<file path="src/hw/rtl/u2r_pkg.sv">
// Shared constants, types and coefficient quantization for the UYVY to RGB24 converter.
// Used by uyvy_to_rgb24_converter_core and u2r_pixel_finish; depends on nothing.
`timescale 1ns / 1ps
`default_nettype none

package u2r_pkg;

    // Default number of fraction bits in the color weights
    localparam int COEF_FRAC_BITS_DEF = 14;

    // Real weights are given in units of 1e-7
    localparam longint COEF_SCALE_DEN = 64'sd10000000;

    localparam longint COEF_RU_E7 = 64'sd9267;      // red from U, negated
    localparam longint COEF_RV_E7 = 64'sd14016868;  // red from V
    localparam longint COEF_GU_E7 = 64'sd3436954;   // green from U, negated
    localparam longint COEF_GV_E7 = 64'sd7141690;   // green from V, negated
    localparam longint COEF_BU_E7 = 64'sd17721604;  // blue from U
    localparam longint COEF_BV_E7 = 64'sd9902;      // blue from V

    localparam int CHAN_W = 8;
    localparam logic [CHAN_W-1:0] CHAN_MAX = 8'd255;

    typedef logic [CHAN_W-1:0] chan_t;

    // Load enables of the two back stages of one pixel lane
    typedef struct packed {
        logic load_sum;
        logic load_out;
    } lane_ctrl_t;

    // Round half up of c * 2^frac, evaluated at elaboration
    function automatic longint quant_coef(input longint c_e7, input int frac);
        longint scaled;
        scaled = c_e7 * (64'sd1 <<< frac);
        return (scaled + COEF_SCALE_DEN / 2) / COEF_SCALE_DEN;
    endfunction

endpackage

`default_nettype wire

</file>
<file path="src/hw/rtl/u2r_pixel_finish.sv">
// Sum and saturation stages of one RGB pixel lane.
// Depends on u2r_pkg for the channel type and lane control struct.
`timescale 1ns / 1ps
`default_nettype none

module u2r_pixel_finish #(
    parameter int COEF_FRAC_BITS = u2r_pkg::COEF_FRAC_BITS_DEF,
    parameter int PROD_W         = COEF_FRAC_BITS + 11
) (
    input  wire logic                     clk,
    input  wire u2r_pkg::lane_ctrl_t      ctrl,
    input  wire logic [7:0]               luma,
    input  wire logic signed [PROD_W-1:0] red_u,
    input  wire logic signed [PROD_W-1:0] red_v,
    input  wire logic signed [PROD_W-1:0] green_u,
    input  wire logic signed [PROD_W-1:0] green_v,
    input  wire logic signed [PROD_W-1:0] blue_u,
    input  wire logic signed [PROD_W-1:0] blue_v,
    output u2r_pkg::chan_t                red,
    output u2r_pkg::chan_t                green,
    output u2r_pkg::chan_t                blue
);

    localparam int ACC_W = COEF_FRAC_BITS + 12;

    logic signed [ACC_W-1:0] luma_ext;
    logic signed [ACC_W-1:0] red_acc_reg, green_acc_reg, blue_acc_reg;
    logic signed [ACC_W-1:0] red_acc_next, green_acc_next, blue_acc_next;
    u2r_pkg::chan_t          red_reg, green_reg, blue_reg;
    u2r_pkg::chan_t          red_next, green_next, blue_next;

    // Clamp a fixed-point sum to 0..255 after dropping the fraction
    function automatic u2r_pkg::chan_t sat_chan(input logic signed [ACC_W-1:0] acc);
        u2r_pkg::chan_t res;
        if (acc[ACC_W-1])
            res = '0;
        else if (|acc[ACC_W-2:COEF_FRAC_BITS+8])
            res = u2r_pkg::CHAN_MAX;
        else
            res = acc[COEF_FRAC_BITS+7:COEF_FRAC_BITS];
        return res;
    endfunction

    assign luma_ext = ACC_W'($signed({1'b0, luma, {COEF_FRAC_BITS{1'b0}}}));

    always_comb
    begin
        red_acc_next   = luma_ext + ACC_W'(red_u)   + ACC_W'(red_v);
        green_acc_next = luma_ext + ACC_W'(green_u) + ACC_W'(green_v);
        blue_acc_next  = luma_ext + ACC_W'(blue_u)  + ACC_W'(blue_v);
        red_next       = sat_chan(red_acc_reg);
        green_next     = sat_chan(green_acc_reg);
        blue_next      = sat_chan(blue_acc_reg);
    end

    always_ff @(posedge clk)
    begin
        if (ctrl.load_sum)
        begin
            red_acc_reg   <= red_acc_next;
            green_acc_reg <= green_acc_next;
            blue_acc_reg  <= blue_acc_next;
        end
        if (ctrl.load_out)
        begin
            red_reg   <= red_next;
            green_reg <= green_next;
            blue_reg  <= blue_next;
        end
    end

    assign red   = red_reg;
    assign green = green_reg;
    assign blue  = blue_reg;

endmodule

`default_nettype wire

</file>
<file path="src/hw/rtl/uyvy_to_rgb24_converter_core.sv">
// Top level of the UYVY 4:2:2 to RGB24 converter: stream ports, pipeline control, chroma products.
// Depends on u2r_pkg and u2r_pixel_finish.
`timescale 1ns / 1ps
`default_nettype none

// Converts one UYVY macropixel per transfer into two RGB24 pixels that share
// the chroma pair. Each channel is Y plus a signed fixed-point weighted sum of
// U-128 and V-128, floored and clamped to 0..255; the weights carry
// COEF_FRAC_BITS fraction bits and are fixed at elaboration. tlast marks the
// last macropixel of a frame and passes through with its pixels. The block
// takes one macropixel every clock and delivers one result every clock while
// the master side does not stall; a transfer passes through the four register
// stages in order: input capture, chroma products, sums, clamp. Each stage
// holds its own valid bit and advances whenever the stage ahead of it is
// empty or moving, so bubbles collapse and a stall on the master side backs
// up without losing or repeating a transfer. The block keeps no state between
// macropixels; reset only clears the valid bits.
module uyvy_to_rgb24_converter_core #(
    parameter int COEF_FRAC_BITS = u2r_pkg::COEF_FRAC_BITS_DEF
) (
    input  wire logic        clk,
    input  wire logic        rst_n,
    input  wire logic        s_axis_tvalid,
    output logic             s_axis_tready,
    // cb_sample[7:0], luma_first[15:8], cr_sample[23:16], luma_second[31:24]
    input  wire logic [31:0] s_axis_tdata,
    input  wire logic        s_axis_tlast,   // frame_end_in
    output logic             m_axis_tvalid,
    input  wire logic        m_axis_tready,
    // red_first[7:0], green_first[15:8], blue_first[23:16],
    // red_second[31:24], green_second[39:32], blue_second[47:40]
    output logic [47:0]      m_axis_tdata,
    output logic             m_axis_tlast    // frame_end_out
);

    localparam int COEF_W = COEF_FRAC_BITS + 2;
    localparam int DIFF_W = 9;
    localparam int PROD_W = COEF_W + DIFF_W;

    // Weights, rounded half up at elaboration
    localparam logic signed [COEF_W-1:0] K_RU =
        COEF_W'(-u2r_pkg::quant_coef(u2r_pkg::COEF_RU_E7, COEF_FRAC_BITS));
    localparam logic signed [COEF_W-1:0] K_RV =
        COEF_W'(u2r_pkg::quant_coef(u2r_pkg::COEF_RV_E7, COEF_FRAC_BITS));
    localparam logic signed [COEF_W-1:0] K_GU =
        COEF_W'(-u2r_pkg::quant_coef(u2r_pkg::COEF_GU_E7, COEF_FRAC_BITS));
    localparam logic signed [COEF_W-1:0] K_GV =
        COEF_W'(-u2r_pkg::quant_coef(u2r_pkg::COEF_GV_E7, COEF_FRAC_BITS));
    localparam logic signed [COEF_W-1:0] K_BU =
        COEF_W'(u2r_pkg::quant_coef(u2r_pkg::COEF_BU_E7, COEF_FRAC_BITS));
    localparam logic signed [COEF_W-1:0] K_BV =
        COEF_W'(u2r_pkg::quant_coef(u2r_pkg::COEF_BV_E7, COEF_FRAC_BITS));

    // Stage valid bits and per-stage advance conditions
    logic v0_reg, v1_reg, v2_reg, v3_reg;
    logic rdy0, rdy1, rdy2, rdy3;

    // Stage 0: captured macropixel, chroma already offset by -128
    logic signed [DIFF_W-1:0] du_reg, dv_reg, du_next, dv_next;
    logic [7:0]               y1_s0_reg, y2_s0_reg;
    logic                     last_s0_reg;

    // Stage 1: chroma products shared by both pixels
    logic signed [PROD_W-1:0] ru_reg, rv_reg, gu_reg, gv_reg, bu_reg, bv_reg;
    logic signed [PROD_W-1:0] ru_next, rv_next, gu_next, gv_next, bu_next, bv_next;
    logic [7:0]               y1_s1_reg, y2_s1_reg;
    logic                     last_s1_reg;

    // Stages 2 and 3 hold tlast here; the pixel lanes hold the channels
    logic                     last_s2_reg, last_s3_reg;

    u2r_pkg::lane_ctrl_t      lane_ctrl;
    u2r_pkg::chan_t           r1, g1, b1, r2, g2, b2;

    // A stage may take new data when it is empty or its content moves on
    always_comb
    begin
        rdy3 = !v3_reg || m_axis_tready;
        rdy2 = !v2_reg || rdy3;
        rdy1 = !v1_reg || rdy2;
        rdy0 = !v0_reg || rdy1;
    end

    assign s_axis_tready = rdy0;

    always_ff @(posedge clk or negedge rst_n)
    begin
        if (!rst_n)
        begin
            v0_reg <= 1'b0;
            v1_reg <= 1'b0;
            v2_reg <= 1'b0;
            v3_reg <= 1'b0;
        end
        else
        begin
            if (rdy0)
                v0_reg <= s_axis_tvalid;
            if (rdy1)
                v1_reg <= v0_reg;
            if (rdy2)
                v2_reg <= v1_reg;
            if (rdy3)
                v3_reg <= v2_reg;
        end
    end

    // U - 128 on a byte is the top bit flipped, read as signed
    always_comb
    begin
        du_next = DIFF_W'($signed({~s_axis_tdata[7],  s_axis_tdata[6:0]}));
        dv_next = DIFF_W'($signed({~s_axis_tdata[23], s_axis_tdata[22:16]}));
        ru_next = PROD_W'(K_RU) * PROD_W'(du_reg);
        rv_next = PROD_W'(K_RV) * PROD_W'(dv_reg);
        gu_next = PROD_W'(K_GU) * PROD_W'(du_reg);
        gv_next = PROD_W'(K_GV) * PROD_W'(dv_reg);
        bu_next = PROD_W'(K_BU) * PROD_W'(du_reg);
        bv_next = PROD_W'(K_BV) * PROD_W'(dv_reg);
    end

    // Payload loads only when valid data arrives; no reset needed
    always_ff @(posedge clk)
    begin
        if (rdy0 && s_axis_tvalid)
        begin
            du_reg      <= du_next;
            dv_reg      <= dv_next;
            y1_s0_reg   <= s_axis_tdata[15:8];
            y2_s0_reg   <= s_axis_tdata[31:24];
            last_s0_reg <= s_axis_tlast;
        end
        if (rdy1 && v0_reg)
        begin
            ru_reg      <= ru_next;
            rv_reg      <= rv_next;
            gu_reg      <= gu_next;
            gv_reg      <= gv_next;
            bu_reg      <= bu_next;
            bv_reg      <= bv_next;
            y1_s1_reg   <= y1_s0_reg;
            y2_s1_reg   <= y2_s0_reg;
            last_s1_reg <= last_s0_reg;
        end
        if (lane_ctrl.load_sum)
            last_s2_reg <= last_s1_reg;
        if (lane_ctrl.load_out)
            last_s3_reg <= last_s2_reg;
    end

    always_comb
    begin
        lane_ctrl.load_sum = rdy2 && v1_reg;
        lane_ctrl.load_out = rdy3 && v2_reg;
    end

    u2r_pixel_finish #(
        .COEF_FRAC_BITS (COEF_FRAC_BITS),
        .PROD_W         (PROD_W)
    ) u_lane_first (
        .clk     (clk),
        .ctrl    (lane_ctrl),
        .luma    (y1_s1_reg),
        .red_u   (ru_reg),
        .red_v   (rv_reg),
        .green_u (gu_reg),
        .green_v (gv_reg),
        .blue_u  (bu_reg),
        .blue_v  (bv_reg),
        .red     (r1),
        .green   (g1),
        .blue    (b1)
    );

    u2r_pixel_finish #(
        .COEF_FRAC_BITS (COEF_FRAC_BITS),
        .PROD_W         (PROD_W)
    ) u_lane_second (
        .clk     (clk),
        .ctrl    (lane_ctrl),
        .luma    (y2_s1_reg),
        .red_u   (ru_reg),
        .red_v   (rv_reg),
        .green_u (gu_reg),
        .green_v (gv_reg),
        .blue_u  (bu_reg),
        .blue_v  (bv_reg),
        .red     (r2),
        .green   (g2),
        .blue    (b2)
    );

    assign m_axis_tvalid = v3_reg;
    assign m_axis_tdata  = {b2, g2, r2, b1, g1, r1};
    assign m_axis_tlast  = last_s3_reg;

endmodule

`default_nettype wire

</file>
<file path="config.mk">
export PLATFORM = sky130hd
export DESIGN_NAME = uyvy_to_rgb24_converter_core
export DESIGN_NICKNAME = d
export VERILOG_FILES = /design/src/hw/rtl/u2r_pkg.sv /design/src/hw/rtl/u2r_pixel_finish.sv /design/src/hw/rtl/uyvy_to_rgb24_converter_core.sv
export SDC_FILE = /design/constraint.sdc
export NUM_CORES = 1
export LEC_CHECK = 0
export BUFFER_PORTS_ARGS = -buffer_cell sky130_fd_sc_hd__buf_4
export CORE_MARGIN = 3
export CORE_UTILIZATION = 62
export CTS_BUF_LIST = sky130_fd_sc_hd__clkbuf_4
export CTS_CLUSTER_SIZE = 20
export DETAILED_ROUTE_END_ITERATION = 10
export PLACE_DENSITY = 0.77
export SYNTH_ARGS = -nofsm -noshare
export SYNTH_HDL_FRONTEND = slang
export SYNTH_SLANG_ARGS = --single-unit
</file>
<file path="constraint.sdc">
create_clock -name clk -period 11.75 [get_ports clk]
set_input_delay 2.35 -clock clk [delete_from_list [all_inputs] [get_ports clk]]
set_output_delay 2.35 -clock clk [all_outputs]
set_load 0.005 [all_outputs]
</file>
==> results of run 1 <==
path summary, 6_finish.rpt:
path	depth (start not counted)	startpoint	slack, ps	end
setup / recovery	4	m_axis_tready	6240	s_axis_tready
hold / removal	0	last_s1_reg$_DFFE_PP_	390	last_s2_reg$_DFFE_PP_
setup reg to reg	15	du_reg[7]$_DFFE_PP_	6500	bu_reg[23]$_DFFE_PP_
hold reg to reg	0	last_s1_reg$_DFFE_PP_	390	last_s2_reg$_DFFE_PP_
max in group asynchronous	1	rst_n	10220	v0_reg$_DFFE_PN0N_
min in group asynchronous	1	rst_n	1420	v1_reg$_DFFE_PN0P_
Yosys cell counts, types with 7 or more instances:
| cell | n |
|---|---|
| sky130_fd_sc_hd__a21o_1 | 31 |
| sky130_fd_sc_hd__nand2b_1 | 12 |
| sky130_fd_sc_hd__o21a_1 | 17 |
| sky130_fd_sc_hd__xnor2_1 | 95 |
| sky130_fd_sc_hd__o21bai_1 | 15 |
| sky130_fd_sc_hd__a21oi_1 | 73 |
| sky130_fd_sc_hd__nor3_1 | 19 |
| sky130_fd_sc_hd__nand2_1 | 22 |
| sky130_fd_sc_hd__nor2_1 | 162 |
| sky130_fd_sc_hd__and3_1 | 9 |
| sky130_fd_sc_hd__nand3_1 | 20 |
| sky130_fd_sc_hd__nand4_1 | 8 |
| sky130_fd_sc_hd__inv_1 | 257 |
| sky130_fd_sc_hd__xor2_1 | 40 |
| sky130_fd_sc_hd__o211ai_1 | 10 |
| sky130_fd_sc_hd__fa_1 | 164 |
| sky130_fd_sc_hd__or2_2 | 7 |
| sky130_fd_sc_hd__edfxtp_1 | 270 |
| sky130_fd_sc_hd__ha_1 | 340 |
| sky130_fd_sc_hd__nor2b_1 | 21 |
| sky130_fd_sc_hd__o21ai_0 | 28 |
worst max-delay path: cells and delay by family:
| family | cells | cell delay [ps] |
|---|---|---|
| AND/OR/NAND/NOR | 2 | 530 |
| buffers and inverters | 2 | 280 |
layout make-up:
| cell class | instances | area (sq um) |
|---|---|---|
| clock buffers | 108 | 811 |
| fillers | 2407 | 9860 |
| repair buffers | 92 | 691 |
| well taps | 442 | 553 |
| clock inverters | 29 | 146 |
| inverters | 257 | 965 |
| diodes | 1 | 2.50 |
| flip-flops and latches | 274 | 8210 |
| multi-input cells | 1158 | 11600 |
metrics by stage:
| stage | area [sq um] | hold slack, ps | setup WS, ps | instances |
|---|---|---|---|---|
| finish | 23000 | 389 | 6240 | 2361 |
| CTS | 23000 | 400 | 6220 | 2360 |
| floorplan | 20800 | 400 | 6000 | 1701 |
| detailed placement | 22100 | 405 | 6240 | 2223 |
| global placement | 22100 | 402 | 6260 | 2223 |
| global route | 23000 | 404 | 6140 | 2361 |
metal layers:
layer	share of wire (%)	track usage (%)	wire [um]	up-vias
met5	0	0	0	-
met4	3.6	10.2	1460	0
met3	5.5	5.33	2250	90
met2	47	38.5	19200	308
met1	44	31.1	18000	5966
li1	-	-	-	6229
power groups by stage:
| stage | Sequential [mW] | Clock, mW | Combinational [mW] |
|---|---|---|---|
| 3_5_place_dp | 1.97 | 0 | 3.76 |
| 5_1_grt | 1.98 | 0.934 | 4.29 |
| 4_1_cts | 1.95 | 0.878 | 3.79 |
| 6_report | 1.94 | 0.846 | 3.79 |
| 3_3_place_gp | 1.96 | 0 | 3.62 |
| 2_1_floorplan | 1.90 | 0 | 2.87 |
cells by family after synthesis:
group,synth area share (%)
compound gates,7.41
xor+xnor,5.67
buf+inv,4.85
simple gates,6.51
flops,39.4
fa+ha+maj,36.2
==> results.sh, run 1 <==
export IMPL_run_status="finished, final reports clean"
export IMPL_ctsResizeCount=0
export IMPL_synth_warnings=0
export IMPL_layout_commonest_cell="sky130_fd_sc_hd__ha_1"
export IMPL_p_clk_share_pct=12.9
export IMPL_yosysSeqAreaShare_pct=39.4
export IMPL_die_h_um=189
export IMPL_synthesized_area_per_cell_sq_um=12.3
export IMPL_layout_cells_most_common_list="sky130_fd_sc_hd__ha_1 (340), sky130_fd_sc_hd__edfxtp_1 (270), sky130_fd_sc_hd__inv_1 (257)"
export IMPL_dr_first_iter_drc_count=665
export IMPL_globalRouteTotalUtil_pct=23.8
export IMPL_synth_top_cells_by_area="sky130_fd_sc_hd__edfxtp_1 (39%), sky130_fd_sc_hd__ha_1 (20%), sky130_fd_sc_hd__fa_1 (16%)"
export IMPL_root_buffer="sky130_fd_sc_hd__clkbuf_4"
export IMPL_timing_critical_path_arrival_ps=3160
export IMPL_worstPathMaxFanout=5
export IMPL_setup_viol=0
export IMPL_grt_pass1_wl_um=65900
export IMPL_slew_viol_final=0
export IMPL_synth_top_cell_area_share_pct=38.9
export IMPL_post_route_drc_count=0
export IMPL_pin_count=88
export IMPL_cp_slowest_cell="sky130_fd_sc_hd__nor2b_1"
export IMPL_cts_setup_buffers=0
export IMPL_largest_reg_flops=24
export IMPL_worstPathRequired_ps=9400
export IMPL_share_of_total_power_consumed_by_net_switching_pct=40.9
export IMPL_finish_net_count=2399
export IMPL_placeableCoreArea_sq_um=32900
export IMPL_synth_seq_cells=274
export IMPL_final_setup_skew_ps=60.9
export IMPL_power_frac_comb_pct=57.6
export IMPL_total_power_mw=6.58
export IMPL_drt_pre_antenna_iters=5
export IMPL_worst_ir_drop_vdd_uv=109
export IMPL_async_reset_ff_share_pct=1.46
export IMPL_cts_htree_levels=3
export IMPL_maxSlewHeadroom_pct=31.1
export IMPL_cts_hold_buf=0
export IMPL_numPortBuffers=87
export IMPL_pwr_share_seq_pct=29.5
export IMPL_power_per_cell_area_nw_per_um2=286
export IMPL_actual_transition_at_the_worst_max_transition_pin_ps=1030
export IMPL_syn_instance_count=1701
export IMPL_timing_final_crit_share_pct=46.9
export IMPL_synth_edf_count=270
export IMPL_rsz_0062_raised_after_global_routing="false"
export IMPL_wirelength_um=40900
export IMPL_critical_path_startpoint_type="primary input"
export IMPL_final_setup_tns_ps=0
export IMPL_wl_per_cell_um=17.3
export IMPL_timing_max_cap_violations=0
export IMPL_syn_num_nets=2242
export IMPL_timing_hold_violations_final=0
export IMPL_start_util_pct=63.4
export IMPL_dieWidth_um=189
export IMPL_fp_row_count=66
export IMPL_flow_area_growth_from_synthesis_pct=10.4
export IMPL_cts_buffer_depth=3
export IMPL_design_internal_power_mw=3.89
export IMPL_worstPathCellList="buf_4 > nor2b_1 > nand4_1 > buf_4"
export IMPL_timing_critical_path_to_type="output pin"
export IMPL_grt_antenna_before_repair=1
export IMPL_via_per_inst=5.33
export IMPL_worstSetupPathType="in -> out"
export IMPL_clock_pin_transition_on_the_worst_setup_and_hold_timing_paths_ps=60
export IMPL_critPathMaxStageDelay_ps=340
export IMPL_clock_latency_ps=760
export IMPL_global_route_overflow_total=0
export IMPL_clk_sinks=274
export IMPL_tritoncts="done"
export IMPL_detailroute_via_count=12600
export IMPL_dp_hpwl_um=32600
export IMPL_leakage_nw=10.6
export IMPL_mappedNetlistArea_sq_um=20800
export IMPL_gpl_final_weighted_congestion=0.944
export IMPL_hold_removal_path_class="reg -> reg"
export IMPL_maximum_number_of_pins_on_one_net_before_global_route_repair=83
export IMPL_count_of_antenna_violating_nets_left_after_detailed_routing=0
export IMPL_synth_top_flop_cell="sky130_fd_sc_hd__edfxtp_1"
export IMPL_max_clock_freq_mhz=181
export IMPL_die_area_sq_um=35800
export IMPL_final_layout_size_suffix_gt1_share_pct=12.2
export IMPL_synth_cell_types=56
export IMPL_library_cell_with_the_largest_summed_area_after_synthesis="sky130_fd_sc_hd__edfxtp_1"
export IMPL_timing_final_crit_period_ps=5510
export IMPL_grt_pass1_vias=13200
export IMPL_final_core_util_pct=70.0
export IMPL_number_of_cts_inserted_buffers=75
export IMPL_critical_path_most_common_cell="sky130_fd_sc_hd__buf_4"
export IMPL_p_switching_mw=2.69
Note: power is estimated with default switching activity, not from simulation.
==> run 2: changes to the inputs <==
==> constraint.sdc (replaced) <==
create_clock -name clk -period 5.6 [get_ports clk]
set_input_delay 1.12 -clock clk [delete_from_list [all_inputs] [get_ports clk]]
set_output_delay 1.12 -clock clk [all_outputs]
set_load 0.005 [all_outputs]
==> run 2 against run 1 <==
  * Combinational power grew 110%
  * Sequential share of layout area hardly changed
  * Critical path depth grew 12
  * Critical path type is now reg -> reg
==> results.sh, run 2 (synthesis results as in run 1) <==
export IMPL_run_status="finished, final reports clean"
export IMPL_whs_ps=189
export IMPL_rrSetupSlack_ps=560
export IMPL_final_core_util_pct=70.1
export IMPL_timing_final_crit_share_pct=90.1
export IMPL_drt_pre_antenna_iters=5
export IMPL_placeableCoreArea_sq_um=32900
export IMPL_wirelength_um=41700
export IMPL_post_route_drc_count=0
export IMPL_worst_ir_drop_vdd_uv=291
export IMPL_critical_path_most_common_cell="sky130_fd_sc_hd__fa_1"
export IMPL_max_clock_freq_mhz=198
export IMPL_slew_viol_final=0
export IMPL_final_setup_tns_ps=0
export IMPL_grt_antenna_before_repair=1
export IMPL_critPathBufInv=3
export IMPL_global_route_overflow_total=0
export IMPL_worstPathMaxFanout=12
export IMPL_clock_latency_ps=720
export IMPL_cts_hold_buf=0
export IMPL_cts_setup_buffers=0
export IMPL_critical_path_startpoint_type="register"
export IMPL_finalInstanceArea_sq_um=23000
export IMPL_detailroute_via_count=12600
export IMPL_maxSlewHeadroom_pct=33.9
export IMPL_final_setup_skew_ps=54.3
export IMPL_die_area_sq_um=35800
export IMPL_worstPathRequired_ps=6040
export IMPL_gpl_final_weighted_congestion=0.952
export IMPL_placed_area_sq_um=22100
export IMPL_count_of_antenna_violating_nets_left_after_detailed_routing=0
export IMPL_die_h_um=189
export IMPL_timing_critical_path_arrival_ps=5490
export IMPL_r2r_cells=16
export IMPL_rsz_0062_raised_after_global_routing="false"
export IMPL_finish_net_count=2407
export IMPL_worst_r2r_endpoint="rv_reg[21]$_DFFE_PP_"
export IMPL_ctsResizeCount=0
export IMPL_worst_path_dominant_cell_family="adder cells"
export IMPL_start_util_pct=63.4
export IMPL_tritoncts="done"
export IMPL_timing_max_cap_violations=0
export IMPL_timing_hold_violations_final=0
export IMPL_grt_pass1_vias=13300
export IMPL_cp_slowest_cell="sky130_fd_sc_hd__edfxtp_1"
export IMPL_via_per_inst=5.37
export IMPL_grt_pass1_wl_um=67400
export IMPL_globalRouteTotalUtil_pct=24.4
export IMPL_cts_htree_levels=3
export IMPL_cts_buffer_depth=3
export IMPL_largest_reg_flops=24
export IMPL_setup_viol=0
export IMPL_clock_pin_transition_on_the_worst_setup_and_hold_timing_paths_ps=60
export IMPL_grt_busiest_layer="met2"
export IMPL_grtUsageMet1_pct=31.9
export IMPL_critPathMaxStageDelay_ps=640
export IMPL_fp_row_count=66
export IMPL_dp_hpwl_um=34100
export IMPL_timing_critical_path_to_type="register"
export IMPL_maximum_number_of_pins_on_one_net_before_global_route_repair=70
export IMPL_numPortBuffers=87
export IMPL_wl_per_cell_um=17.7
export IMPL_flow_area_growth_from_synthesis_pct=10.5
export IMPL_regToRegStartpoint="dv_reg[5]$_DFFE_PP_"
export IMPL_number_of_cts_inserted_buffers=73
export IMPL_power_per_cell_area_nw_per_um2=601
export IMPL_hold_removal_path_class="in -> async"
export IMPL_layout_commonest_cell="sky130_fd_sc_hd__ha_1"
export IMPL_layout_cells_most_common_list="sky130_fd_sc_hd__ha_1 (340), sky130_fd_sc_hd__edfxtp_1 (270), sky130_fd_sc_hd__inv_1 (257)"
export IMPL_pin_count=88
export IMPL_final_layout_size_suffix_gt1_share_pct=12.3
export IMPL_clk_sinks=274
export IMPL_worstSetupPathType="reg -> reg"
export IMPL_total_power_mw=13.8
export IMPL_dieWidth_um=189
export IMPL_dr_first_iter_drc_count=582
export IMPL_timing_final_crit_period_ps=5040
export IMPL_root_buffer="sky130_fd_sc_hd__clkbuf_4"
export IMPL_actual_transition_at_the_worst_max_transition_pin_ps=991
export IMPL_grt_met2_usage_pct=39.8
export IMPL_met3_usage_pct=4.87
export IMPL_worstPathCellList="fa_1 > fa_1 > fa_1 > inv_1 > fa_1 > inv_1 > ha_1 > a21o_1 > a21o_1 > a21oi_1 > nand2b_1 > inv_1 > a311oi_1 > nor2b_1 > o41ai_2 > xnor2_1"
export IMPL_leakage_nw=10.6
-- run 2: cell type report --
class | count | area (sq um)
flip-flops and latches | 274 | 8210
diodes | 1 | 2.50
repair buffers | 102 | 766
fillers | 2389 | 9830
inverters | 257 | 965
well taps | 442 | 553
clock buffers | 100 | 751
multi-input cells | 1158 | 11600
clock inverters | 23 | 158
-- run 2: layer usage --
metal	vias up	share of wire, %
met4	0	4.0
met1	6034	44
li1	6241	-
met2	296	47
met3	76	5.1
met5	-	0
-- run 2: how the worst max path moves through the flow --
stage / startpoint / to / slack, ps / cells after the start
after floorplan: dv_reg[0]$_DFFE_PP_ / rv_reg[22]$_DFFE_PP_ / 900 / 15
after CTS: dv_reg[6]$_DFFE_PP_ / rv_reg[21]$_DFFE_PP_ / 530 / 16
final: dv_reg[5]$_DFFE_PP_ / rv_reg[21]$_DFFE_PP_ / 560 / 16
after global routing: dv_reg[6]$_DFFE_PP_ / rv_reg[21]$_DFFE_PP_ / 250 / 16
after detailed placement: dv_reg[6]$_DFFE_PP_ / rv_reg[21]$_DFFE_PP_ / 550 / 16
after global placement: dv_reg[6]$_DFFE_PP_ / rv_reg[21]$_DFFE_PP_ / 680 / 16
-- run 2: where the power goes --
part | switching (mW) | total [mW] | internal (mW)
registers | 0.411 | 4.06 | 3.65
logic | 4.43 | 8.03 | 3.60
clock network | 0.829 | 1.75 | 0.921
total | 5.67 | 13.8 | 8.17
-- run 2: metrics by stage --
stage | instances | worst slack (ps)
global placement | 2233 | 679
detailed placement | 2233 | 549
finish | 2357 | 557
floorplan | 1701 | 897
CTS | 2356 | 532
global route | 2357 | 253
==> run 3: changes to the inputs <==
--- a/config.mk
+++ b/config.mk
@@ -6,6 +6,7 @@
 export NUM_CORES = 1
 export LEC_CHECK = 0
 export BUFFER_PORTS_ARGS = -buffer_cell sky130_fd_sc_hd__buf_4
+export CORE_ASPECT_RATIO = 1.4
 export CORE_MARGIN = 3
 export CORE_UTILIZATION = 62
 export CTS_BUF_LIST = sky130_fd_sc_hd__clkbuf_4
==> run 3 against run 2 <==
  * Utilization rose by 0.099 points
  * Sequential power hardly changed
  * Cell count shrank 0.13%
  * Clock-buffer cell count down 12
  * Wire length rose by 0.46%
  * Sequential share of layout area about the same
  * Power is 1.5% lower
  * Critical path type unchanged
  * Critical endpoint unchanged
==> results.sh, run 3 (synthesis results as in run 1) <==
export IMPL_run_status="finished, final reports clean"
export IMPL_placeableCoreArea_sq_um=32800
export IMPL_max_clock_freq_mhz=198
export IMPL_r2r_cells=16
export IMPL_tritoncts="done"
export IMPL_clock_latency_ps=730
export IMPL_rsz_0062_raised_after_global_routing="false"
export IMPL_clk_sinks=274
export IMPL_start_util_pct=63.6
export IMPL_largest_reg_flops=24
export IMPL_final_setup_skew_ps=35.8
export IMPL_placed_area_sq_um=22100
export IMPL_worst_r2r_endpoint="rv_reg[21]$_DFFE_PP_"
export IMPL_cts_hold_buf=0
export IMPL_timing_final_crit_period_ps=5050
export IMPL_detailroute_via_count=12600
export IMPL_finish_net_count=2404
export IMPL_actual_transition_at_the_worst_max_transition_pin_ps=967
export IMPL_ctsResizeCount=0
export IMPL_count_of_antenna_violating_nets_left_after_detailed_routing=0
export IMPL_grt_antenna_before_repair=1
export IMPL_drt_pre_antenna_iters=5
export IMPL_gpl_final_weighted_congestion=0.986
export IMPL_cts_htree_levels=3
export IMPL_cts_setup_buffers=0
export IMPL_timing_hold_violations_final=0
export IMPL_timing_critical_path_arrival_ps=5480
export IMPL_share_of_total_power_consumed_by_net_switching_pct=40.4
export IMPL_critical_path_startpoint_type="register"
export IMPL_layout_commonest_cell="sky130_fd_sc_hd__ha_1"
export IMPL_worst_setup_path_endpoint="rv_reg[21]$_DFFE_PP_"
export IMPL_root_buffer="sky130_fd_sc_hd__clkbuf_4"
export IMPL_worstPathRequired_ps=6020
export IMPL_setup_viol=0
export IMPL_number_of_cts_inserted_buffers=67
export IMPL_flow_area_growth_from_synthesis_pct=10.4
export IMPL_leakage_nw=10.6
export IMPL_wirelength_um=41900
export IMPL_power_frac_comb_pct=57.8
export IMPL_via_per_inst=5.35
export IMPL_finalInstanceArea_sq_um=23000
export IMPL_die_h_um=223
export IMPL_final_setup_tns_ps=0
export IMPL_design_internal_power_mw=8.13
export IMPL_power_per_cell_area_nw_per_um2=592
export IMPL_global_route_overflow_total=0
export IMPL_globalRouteTotalUtil_pct=24.3
export IMPL_dp_hpwl_um=34600
export IMPL_wl_per_cell_um=17.8
export IMPL_clock_pin_transition_on_the_worst_setup_and_hold_timing_paths_ps=80
export IMPL_pwr_share_seq_pct=29.8
export IMPL_pin_count=88
export IMPL_maxSlewHeadroom_pct=35.5
export IMPL_final_layout_size_suffix_gt1_share_pct=12.0
export IMPL_post_route_drc_count=0
export IMPL_regToRegStartpoint="dv_reg[6]$_DFFE_PP_"
export IMPL_timing_final_crit_share_pct=90.2
export IMPL_worstPathMaxFanout=11
export IMPL_cts_buffer_depth=3
export IMPL_place_worst_setup_slack_ps=534
export IMPL_p_clk_share_pct=12.4
export IMPL_slew_viol_final=0
export IMPL_grt_pass1_wl_um=67400
export IMPL_hold_removal_path_class="in -> async"
export IMPL_layout_cells_most_common_list="sky130_fd_sc_hd__ha_1 (340), sky130_fd_sc_hd__edfxtp_1 (270), sky130_fd_sc_hd__inv_1 (257)"
export IMPL_p_switching_mw=5.50
export IMPL_rrSetupSlack_ps=550
export IMPL_die_area_sq_um=35900
export IMPL_fp_row_count=78
export IMPL_maximum_number_of_pins_on_one_net_before_global_route_repair=70
export IMPL_timing_max_cap_violations=0
export IMPL_fin_ws_ps=547
export IMPL_dr_first_iter_drc_count=499
export IMPL_dieWidth_um=161
export IMPL_crit_path_start="dv_reg[6]$_DFFE_PP_"
export IMPL_worstSetupPathType="reg -> reg"
export IMPL_timing_critical_path_to_type="register"
export IMPL_grt_pass1_vias=13200
export IMPL_worst_ir_drop_vdd_uv=290
export IMPL_numPortBuffers=87
==> run 3: cell types whose count changed in the layout (fill, tap and decap cells not counted), sizes merged <==
| cell | delta |
|---|---|
| bufinv | +1 |
| clkinv | +6 |
| inv | +1 |
| clkbuf | -12 |
| buf | +3 |
==> run 3: critical path: stages, from the launching register on <==
cell and delay, ps:
sky130_fd_sc_hd__edfxtp_1 640, sky130_fd_sc_hd__fa_1 610, sky130_fd_sc_hd__fa_1 510, sky130_fd_sc_hd__fa_1 510
sky130_fd_sc_hd__inv_1 50, sky130_fd_sc_hd__fa_1 520, sky130_fd_sc_hd__inv_1 40, sky130_fd_sc_hd__ha_1 340
sky130_fd_sc_hd__a21o_1 190, sky130_fd_sc_hd__a21o_1 170, sky130_fd_sc_hd__a21oi_1 170, sky130_fd_sc_hd__nand2b_1 160
sky130_fd_sc_hd__inv_1 50, sky130_fd_sc_hd__a311oi_1 230, sky130_fd_sc_hd__nor2b_1 100, sky130_fd_sc_hd__o41ai_2 310
sky130_fd_sc_hd__xnor2_1 150
==> run 3: per-stage QoR <==
stage	hold WS (ps)	total power [mW]	cells	utilization, %
after floorplan	400	10.0	1701	-
after global placement	401	11.8	2234	67.5
after detailed placement	405	12.0	2234	67.5
after CTS	99.7	13.8	2353	70.2
after global routing	126	14.9	2354	70.2
final	187	13.6	2354	70.2
==> run 3: layout make-up <==
cell class,instances,area [sq um]
multi-input combinational,1158,11600
fill,2428,9770
sequential,274,8210
inverter,257,965
timing repair buffer,105,788
clock buffer,88,661
tap,440,551
clock inverter,31,208
antenna,1,2.50
==> run 3: how the worst min path moves through the flow <==
stage                                 to
5_1_grt               v0_reg$_DFFE_PN0N_
3_5_place_dp      y1_s1_reg[2]$_DFFE_PP_
3_3_place_gp       last_s2_reg$_DFFE_PP_
4_1_cts        m_axis_tvalid$_DFFE_PN0P_
2_1_floorplan      last_s1_reg$_DFFE_PP_
6_report              v0_reg$_DFFE_PN0N_
==> run 3: power by group through the flow <==
stage          combinational [mW]  clock [mW]  sequential (mW)
2_1_floorplan                6.03           0             3.99
3_3_place_gp                 7.67           0             4.10
3_5_place_dp                 7.86           0             4.12
4_1_cts                      7.92        1.75             4.08
5_1_grt                      8.94        1.86             4.14
6_report                     7.88        1.68             4.06
==> run 3: layer usage <==
| layer | global-route usage, % | vias to the layer above | share of wire [%] |
|---|---|---|---|
| li1 | - | 6231 | - |
| met1 | 28.2 | 5999 | 39 |
| met2 | 43.4 | 275 | 52 |
| met3 | 4.42 | 83 | 4.6 |
| met4 | 11.9 | 0 | 4.3 |
| met5 | 0 | - | 0 |
